==> config.mk <==
export PLATFORM = sky130hd
export DESIGN_NAME = strobe_speed_position_tracker
export DESIGN_NICKNAME = d
export VERILOG_FILES = /design/src/hw/rtl/sspt_pkg.sv /design/src/hw/rtl/sspt_div.sv /design/src/hw/rtl/strobe_speed_position_tracker.sv
export SDC_FILE = /design/constraint.sdc
export NUM_CORES = 2
export LEC_CHECK = 0
export BUFFER_PORTS_ARGS = -buffer_cell sky130_fd_sc_hd__buf_2
export CAP_MARGIN = 20
export CORE_UTILIZATION = 30
export CTS_BUF_LIST = sky130_fd_sc_hd__clkbuf_2
export DETAILED_ROUTE_END_ITERATION = 8
export GPL_ROUTABILITY_DRIVEN = 0
export MAX_ROUTING_LAYER = met4
export REMOVE_ABC_BUFFERS = 1
export SLEW_MARGIN = 20
export SYNTH_ARGS = -nofsm -noshare
export SYNTH_HDL_FRONTEND = slang
export SYNTH_SLANG_ARGS = --single-unit
==> constraint.sdc <==
create_clock -name clk -period 14.6 [get_ports clk]
set_input_delay 1.46 -clock clk [delete_from_list [all_inputs] [get_ports clk]]
set_output_delay 1.46 -clock clk [all_outputs]
set_load 0.1 [all_outputs]
==> src/hw/rtl/sspt_pkg.sv <==
package sspt_pkg;

	localparam int TICK_WIDTH_DEF   = 32;
	localparam int SOURCE_WIDTH_DEF = 8;

	localparam int SRC_W    = 8;
	localparam int TICK_W   = 32;
	localparam int ZONE_W   = 16;
	localparam int SPEED_W  = 16;
	localparam int POS_W    = 32;
	localparam int COUNT_W  = 32;
	localparam int CFG_W    = 32;
	localparam int CFG_IDX_W = 2;

	localparam logic [CFG_IDX_W-1:0] REG_SOURCE_ID    = 2'd0;
	localparam logic [CFG_IDX_W-1:0] REG_MATCH_LEVEL  = 2'd1;
	localparam logic [CFG_IDX_W-1:0] REG_ZONE_LENGTH  = 2'd2;
	localparam logic [CFG_IDX_W-1:0] REG_START_OFFSET = 2'd3;

	localparam logic [ZONE_W-1:0] ZONE_RESET  = 16'd1;
	localparam logic [SPEED_W-1:0] SPEED_SAT  = '1;

	typedef struct packed {
		logic               done;
		logic [SPEED_W-1:0] quotient;
	} div_res_t;

endpackage

==> src/hw/rtl/sspt_div.sv <==
module sspt_div #(
	parameter int TICK_WIDTH = sspt_pkg::TICK_WIDTH_DEF
) (
	input  logic                          clk,
	input  logic                          arst_n,
	input  logic                          start,
	input  logic [sspt_pkg::ZONE_W-1:0]   dividend,
	input  logic [TICK_WIDTH-1:0]         divisor,
	output sspt_pkg::div_res_t            res
);

	localparam int QW     = sspt_pkg::SPEED_W;
	localparam int ITER_W = $clog2(QW);

	logic              busy_q;
	logic              done_q;
	logic [ITER_W-1:0] cnt_q;
	logic [TICK_WIDTH:0] rem_q;
	logic [TICK_WIDTH-1:0] dvs_q;
	logic [QW-1:0]     quo_q;

	logic [TICK_WIDTH:0] shifted;
	logic [TICK_WIDTH:0] dvs_ext;
	logic                fits;

	// one restoring step per cycle
	assign shifted = {rem_q[TICK_WIDTH-1:0], quo_q[QW-1]};
	assign dvs_ext = {1'b0, dvs_q};
	assign fits    = (shifted >= dvs_ext);

	always_ff @(posedge clk or negedge arst_n) begin
		if (!arst_n) begin
			busy_q <= 1'b0;
			done_q <= 1'b0;
			cnt_q  <= '0;
		end else begin
			done_q <= 1'b0;
			if (start) begin
				busy_q <= 1'b1;
				cnt_q  <= ITER_W'(QW - 1);
			end else if (busy_q) begin
				cnt_q <= cnt_q - 1'b1;
				if (cnt_q == '0) begin
					busy_q <= 1'b0;
					done_q <= 1'b1;
				end
			end
		end
	end

	always_ff @(posedge clk) begin
		if (start) begin
			rem_q <= '0;
			dvs_q <= divisor;
			quo_q <= QW'(dividend);
		end else if (busy_q) begin
			rem_q <= fits ? (shifted - dvs_ext) : shifted;
			quo_q <= {quo_q[QW-2:0], fits};
		end
	end

	assign res.done     = done_q;
	assign res.quotient = quo_q;

	a_no_restart: assert property (@(posedge clk) disable iff (!arst_n)
		busy_q |-> !start)
		else $error("divider restarted while busy");

	a_rem_bound: assert property (@(posedge clk) disable iff (!arst_n)
		busy_q |-> (rem_q < dvs_ext))
		else $error("divider remainder not below divisor");

	a_done_end: assert property (@(posedge clk) disable iff (!arst_n)
		done_q |-> $past(busy_q) && !busy_q)
		else $error("divider done without a finished run");

endmodule

==> src/hw/rtl/strobe_speed_position_tracker.sv <==
// channel  dir  handshake          payload
// s        in   s_tvalid/s_tready  s_tdata: event_source, event_level, event_tick
// m        out  m_tvalid/m_tready  m_tdata: position, speed, count; m_tuser: flags
// cfg      in   cfg_we             cfg_addr, cfg_data
// a strobe goes through 16 divider steps, the quotient into speed, one multiply, one add
// and the output register before m_tvalid rises
// a zero-interval strobe skips the divider; a non-strobe event goes straight to ST_DONE
// s_tready is high only while the sequencer is idle, so the next accept comes at the
// earliest while m_tvalid is high; a held result stalls the next one in ST_DONE, and s_tready
// with it; reset clears state, counters and the config registers to their defaults
module strobe_speed_position_tracker #(
	parameter int TICK_WIDTH   = sspt_pkg::TICK_WIDTH_DEF,
	parameter int SOURCE_WIDTH = sspt_pkg::SOURCE_WIDTH_DEF
) (
	input  logic                            clk,
	input  logic                            arst_n,
	input  logic                            s_tvalid,
	output logic                            s_tready,
	input  logic [47:0]                     s_tdata,  // event_source, event_level, event_tick
	output logic                            m_tvalid,
	input  logic                            m_tready,
	output logic [79:0]                     m_tdata,  // position_now, speed_now, strobes_seen
	output logic [1:0]                      m_tuser,  // strobe_hit, zero_interval
	input  logic                            cfg_we,
	input  logic [sspt_pkg::CFG_IDX_W-1:0]  cfg_addr,
	input  logic [sspt_pkg::CFG_W-1:0]      cfg_data
);

	typedef enum logic [2:0] {
		ST_IDLE,
		ST_DIV,
		ST_MUL,
		ST_ADD,
		ST_DONE
	} state_t;

	state_t state_q;

	logic [sspt_pkg::SRC_W-1:0]   src_id_q;
	logic                         level_q;
	logic [sspt_pkg::ZONE_W-1:0]  zone_q;
	logic [sspt_pkg::POS_W-1:0]   offset_q;

	logic [TICK_WIDTH-1:0]        prev_tick_q;
	logic [sspt_pkg::COUNT_W-1:0] count_q;
	logic [sspt_pkg::SPEED_W-1:0] speed_q;
	logic [sspt_pkg::POS_W-1:0]   pos_q;
	logic [sspt_pkg::POS_W-1:0]   prod_q;
	logic                         hit_q;
	logic                         zero_q;

	logic [sspt_pkg::SRC_W-1:0]   ev_src;
	logic                         ev_level;
	logic [TICK_WIDTH-1:0]        ev_tick;
	logic [TICK_WIDTH-1:0]        diff;
	logic                         is_hit;
	logic                         accept;
	logic                         div_start;
	logic                         out_free;
	logic [sspt_pkg::COUNT_W+sspt_pkg::ZONE_W-1:0] prod_full;
	sspt_pkg::div_res_t           div_res;

	assign ev_src   = s_tdata[7:0];
	assign ev_level = s_tdata[8];
	assign ev_tick  = TICK_WIDTH'(s_tdata[40:9]);

	assign is_hit = (SOURCE_WIDTH'(ev_src) == SOURCE_WIDTH'(src_id_q)) &&
		(ev_level == level_q);
	assign diff      = ev_tick - prev_tick_q;
	assign s_tready  = (state_q == ST_IDLE);
	assign accept    = s_tvalid && s_tready;
	assign div_start = accept && is_hit && (diff != '0);
	assign out_free  = !m_tvalid || m_tready;
	assign prod_full = count_q * zone_q;

	sspt_div #(
		.TICK_WIDTH(TICK_WIDTH)
	) u_div (
		.clk      (clk),
		.arst_n   (arst_n),
		.start    (div_start),
		.dividend (zone_q),
		.divisor  (diff),
		.res      (div_res)
	);

	always_ff @(posedge clk or negedge arst_n) begin
		if (!arst_n) begin
			src_id_q <= '0;
			level_q  <= 1'b1;
			zone_q   <= sspt_pkg::ZONE_RESET;
			offset_q <= '0;
		end else if (cfg_we) begin
			case (cfg_addr)
				sspt_pkg::REG_SOURCE_ID:    src_id_q <= cfg_data[sspt_pkg::SRC_W-1:0];
				sspt_pkg::REG_MATCH_LEVEL:  level_q  <= cfg_data[0];
				sspt_pkg::REG_ZONE_LENGTH:  zone_q   <= cfg_data[sspt_pkg::ZONE_W-1:0];
				sspt_pkg::REG_START_OFFSET: offset_q <= cfg_data[sspt_pkg::POS_W-1:0];
				default: ;
			endcase
		end
	end

	always_ff @(posedge clk or negedge arst_n) begin
		if (!arst_n) begin
			state_q     <= ST_IDLE;
			prev_tick_q <= '0;
			count_q     <= '0;
			speed_q     <= '0;
			pos_q       <= '0;
			hit_q       <= 1'b0;
			zero_q      <= 1'b0;
			m_tvalid    <= 1'b0;
			m_tdata     <= '0;
			m_tuser     <= '0;
		end else begin
			if (state_q == ST_DONE && out_free) begin
				m_tvalid <= 1'b1;
			end else if (m_tready) begin
				m_tvalid <= 1'b0;
			end
			case (state_q)
				ST_IDLE: begin
					if (accept) begin
						hit_q  <= is_hit;
						zero_q <= 1'b0;
						if (is_hit) begin
							prev_tick_q <= ev_tick;
							count_q     <= count_q + 1'b1;
							if (diff == '0) begin
								zero_q  <= 1'b1;
								speed_q <= sspt_pkg::SPEED_SAT;
								state_q <= ST_MUL;
							end else begin
								state_q <= ST_DIV;
							end
						end else begin
							state_q <= ST_DONE;
						end
					end
				end
				ST_DIV: begin
					if (div_res.done) begin
						speed_q <= div_res.quotient;
						state_q <= ST_MUL;
					end
				end
				ST_MUL: begin
					state_q <= ST_ADD;
				end
				ST_ADD: begin
					pos_q   <= offset_q + prod_q;
					state_q <= ST_DONE;
				end
				ST_DONE: begin
					if (out_free) begin
						m_tdata <= {count_q, speed_q, pos_q};
						m_tuser <= {zero_q, hit_q};
						state_q <= ST_IDLE;
					end
				end
				default: state_q <= ST_IDLE;
			endcase
		end
	end

	always_ff @(posedge clk) begin
		if (state_q == ST_MUL) begin
			prod_q <= prod_full[sspt_pkg::POS_W-1:0];
		end
	end

	a_div_in_div: assert property (@(posedge clk) disable iff (!arst_n)
		div_res.done |-> (state_q == ST_DIV))
		else $error("divider result outside the divide state");

	a_zero_has_hit: assert property (@(posedge clk) disable iff (!arst_n)
		(m_tvalid && m_tuser[1]) |-> m_tuser[0])
		else $error("zero interval flagged without a strobe");

	a_zero_sat: assert property (@(posedge clk) disable iff (!arst_n)
		(m_tvalid && m_tuser[1]) |-> (m_tdata[47:32] == sspt_pkg::SPEED_SAT))
		else $error("zero interval without saturated speed");

	a_count_step: assert property (@(posedge clk) disable iff (!arst_n)
		(accept && is_hit) |=> (count_q == $past(count_q) + 1'b1))
		else $error("strobe count not advanced on a strobe");

endmodule

==> impl_metrics.ini <==
[drt]
route.detailed.drc = 0
drt-vias-per-instance = 4.75
num_vias = 23200
drtPass1Iterations = 7
antenna_left = 0
wirelength_um = 82400
drt_iter0_drc = 1053
wl_per_cell_um = 16.9

[clock_network]
cts.clk_slew.worst_paths_ns = 0.11
clock_sink_count = 375
clk_latency_ns = 1.28
numCtsBuffers = 108
root_buffer = clkbuf_2
cts_tree = built
cts_setup_buffers = 0
htree_levels = 3
cts.path.max_buffers = 3

[pwr]
power_density_mw_per_mm2 = 97.0
p_leak_uw = 0.0160
power_uw = 3350
vdd_drop_max_v = 0.0000624

[synth]
synth-seq-cells = 375
netlist_area_sq_mm = 0.0312
yosysTopAreaCellShare_pct = 20.9
ys.warnings.count = 0
synthTopCellsByCount = nand2_1 (454), inv_1 (447), fa_1 (307), dfrtp_1 (261), and2_1 (173)
synth_edf_count = 80
synth-seq-area-share_pct = 30.8
synth_top_area_cell = dfrtp_1
synthCells = 3255
synth.most_common_cell = nand2_1
syn_avg_cell_area_sq_um = 9.59
synth_area_leaders = dfrtp_1 (21%), fa_1 (20%), edfxtp_1 (7.7%)
synthFlopType = dfrtp_1
synth.distinct_cells = 83
ys_async_sr_fraction_pct = 70.1

[sta]
worst_slew_pin_slew_ns = 1.08
rsz0062_at_grt = no
drv_slew = 0
setup-tns-final_ns = 0
finalHoldViolCount = 0
skew_ns = 0.191
fmax_mhz = 131
period_needed_ns = 7.65
relSlewSlack_pct = 27.8
fin_crit_sh_pct = 52.4
setup_violations = 0

[floorplanning]
ios = 171
start_util_pct = 30.5
core-area_sq_mm = 0.102
fp.dieW_um = 325
die_h_um = 325
rows = 117
dieArea_sq_mm = 0.105

[setup_path]
path_class = flop to flop
crit_chain = nand2_1, fa_1, inv_1, fa_1, fa_1, fa_1, fa_1, inv_1, fa_1, inv_1, ha_1, a21oi_1, nand2_1, a311oi_1, o31ai_1, a221oi_1, a211oi_1, o21a_1, o21ai_0, nand2b_1, a21oi_1, xnor2_1
r2r_slack_ns = 6.95
cp-start-kind = flop
r2r-start = count_q[6]$_DFFE_PN0P_
startpoint = count_q[6]$_DFFE_PN0P_
slowest_delay_ns = 1.07
ff2ff_path_depth = 22
end_kind = flop
critPathArrivalTime_ns = 8.68
worst-path-max-fanout = 20
cp_slowest_cell = dfrtp_1
cp.required_ns = 15.63
reg2reg_to = prod_q[31]$_DFFE_PN_
critPathMostFrequentCell = fa_1

[global_routing]
grt_first_pass_wirelength_um = 133000
grt_overflow = 0
antenna_found_initial = 5
grt_pass1_vias = 24000
grt_max_degree = 97
track_usage_pct = 16.3

[min_path]
hold_depth = 1
hold_class = flop to flop
holdCritStartpoint = hit_q$_DFFE_PN0P_
whs_endpoint = m_tuser[0]$_DFFE_PN0P_

[final_layout]
synthToLayoutAreaGrowth_pct = 10.8
final_nets = 3962
drive_above_1_share_pct = 15.8

[placed_design]
port_buffers = 163
hpwl_um = 58500

[status]
status = complete, no violations

[flow_run]
maxCapViolCount = 0
## cells by family (layout without fill, tap and decap cells)
group	after synthesis	count (layout)	share of synthesized area, %
AO/OA/AOI/OAI	492	492	10.1
XOR/XNOR	167	167	4.69
adder cells (fa/ha/maj)	468	468	26.1
buffers and inverters	609	852	7.41
flip-flops	375	375	30.8
multiplexers	175	175	6.23
other	0	5	0
AND/OR/NAND/NOR	969	969	14.6
## flip-flops by register name (all words and copies together), names as in the netlist, 2 cells and up
signal / cells
u_div.rem_q: 32
u_div.cnt_q: 4
offset_q: 32
count_q: 32
prod_q: 32
src_id_q: 8
u_div.quo_q: 16
pos_q: 32
u_div.dvs_q: 32
state_q: 3
speed_q: 16
prev_tick_q: 32
m_tdata: 80
m_tuser: 2
zone_q: 16
## metrics by stage
| step | instance area [sq um] | util, % | std cells | hold slack [ns] | setup slack [ns] |
|---|---|---|---|---|---|
| 3_3_place_gp | 33500 | 32.6 | 4661 | 0.462 | 7.04 |
| 3_5_place_dp | 33500 | 32.6 | 4661 | 0.467 | 6.99 |
| 4_1_cts | 34500 | 33.7 | 4863 | 0.248 | 7.09 |
| 6_report | 34600 | 33.7 | 4871 | 0.460 | 6.95 |
| 5_1_grt | 34600 | 33.7 | 4870 | 0.312 | 6.60 |
| 2_1_floorplan | 30600 | - | 3094 | 0.439 | 8.08 |
## cell type report
cell class              instances  area, sq um
fillers                     10700        67900
multi-input cells            2271        19300
flip-flops and latches        375         9630
well taps                    1368         1710
inverters                     448         1680
repair buffers                203         1160
clock buffers                 162          811
clock inverters                39          224
diodes                          5         12.5
## metal layers
metal	up-vias	routed length (um)	part of all wire, %	global-route usage [%]
li1	11000	-	-	-
met1	11500	35800	44	20.6
met2	554	40000	49	26.6
met3	141	4270	5.2	2.70
met4	0	2280	2.8	5.38
met5	-	0	0	-
## how the worst max path moves through the flow
stage / to / slack (ns) / cells past startpoint
after floorplan: u_div.dvs_q[0]$_DFFE_PP_ / 8.08 / 10
after global placement: prod_q[31]$_DFFE_PN_ / 7.04 / 22
after detailed placement: prod_q[31]$_DFFE_PN_ / 6.99 / 22
after CTS: prod_q[31]$_DFFE_PN_ / 7.09 / 22
after global routing: prod_q[31]$_DFFE_PN_ / 6.60 / 22
final: prod_q[31]$_DFFE_PN_ / 6.95 / 22
## worst max-delay path, delay by kind of cell (launching register included)
kind,cells,cell delay [ns]
AND/OR/NAND/NOR,3,0.37
XOR/XNOR,1,0.09
AO/OA/AOI/OAI,8,2.35
buffers and inverters,3,0.18
adder cells (fa/ha/maj),7,3.41
flip-flops,1,1.07
## placed cells by master (no fill, tap or decap), types with 80 or more instances in the layout
master,synthesis,layout
inv_1,447,447
dfrtp_1,261,261
clkbuf_2,0,162
nor2_1,142,141
edfxtp_1,80,80
mux2_2,147,147
and2_1,173,173
a21oi_1,101,101
xnor2_1,103,103
buf_2,7,162
nand2_1,454,454
ha_1,161,161
o21ai_0,136,135
fa_1,307,307
## power by group
| part | leakage, uW | internal (uW) | switching, uW |
|---|---|---|---|
| clock | 0.000778 | 328 | 504 |
| combinational | 0.0111 | 464 | 800 |
| sequential | 0.00414 | 1190 | 74.1 |
| total | 0.0160 | 1980 | 1380 |
## what timing repair did
| item | 4_1_cts | 5_1_grt |
|---|---|---|
| endpoints found under the hold margin | 33 | 0 |
| hold buffers | 1 | 0 |
| resized for setup | 0 | 0 |
(Power assumes the default switching activity.)
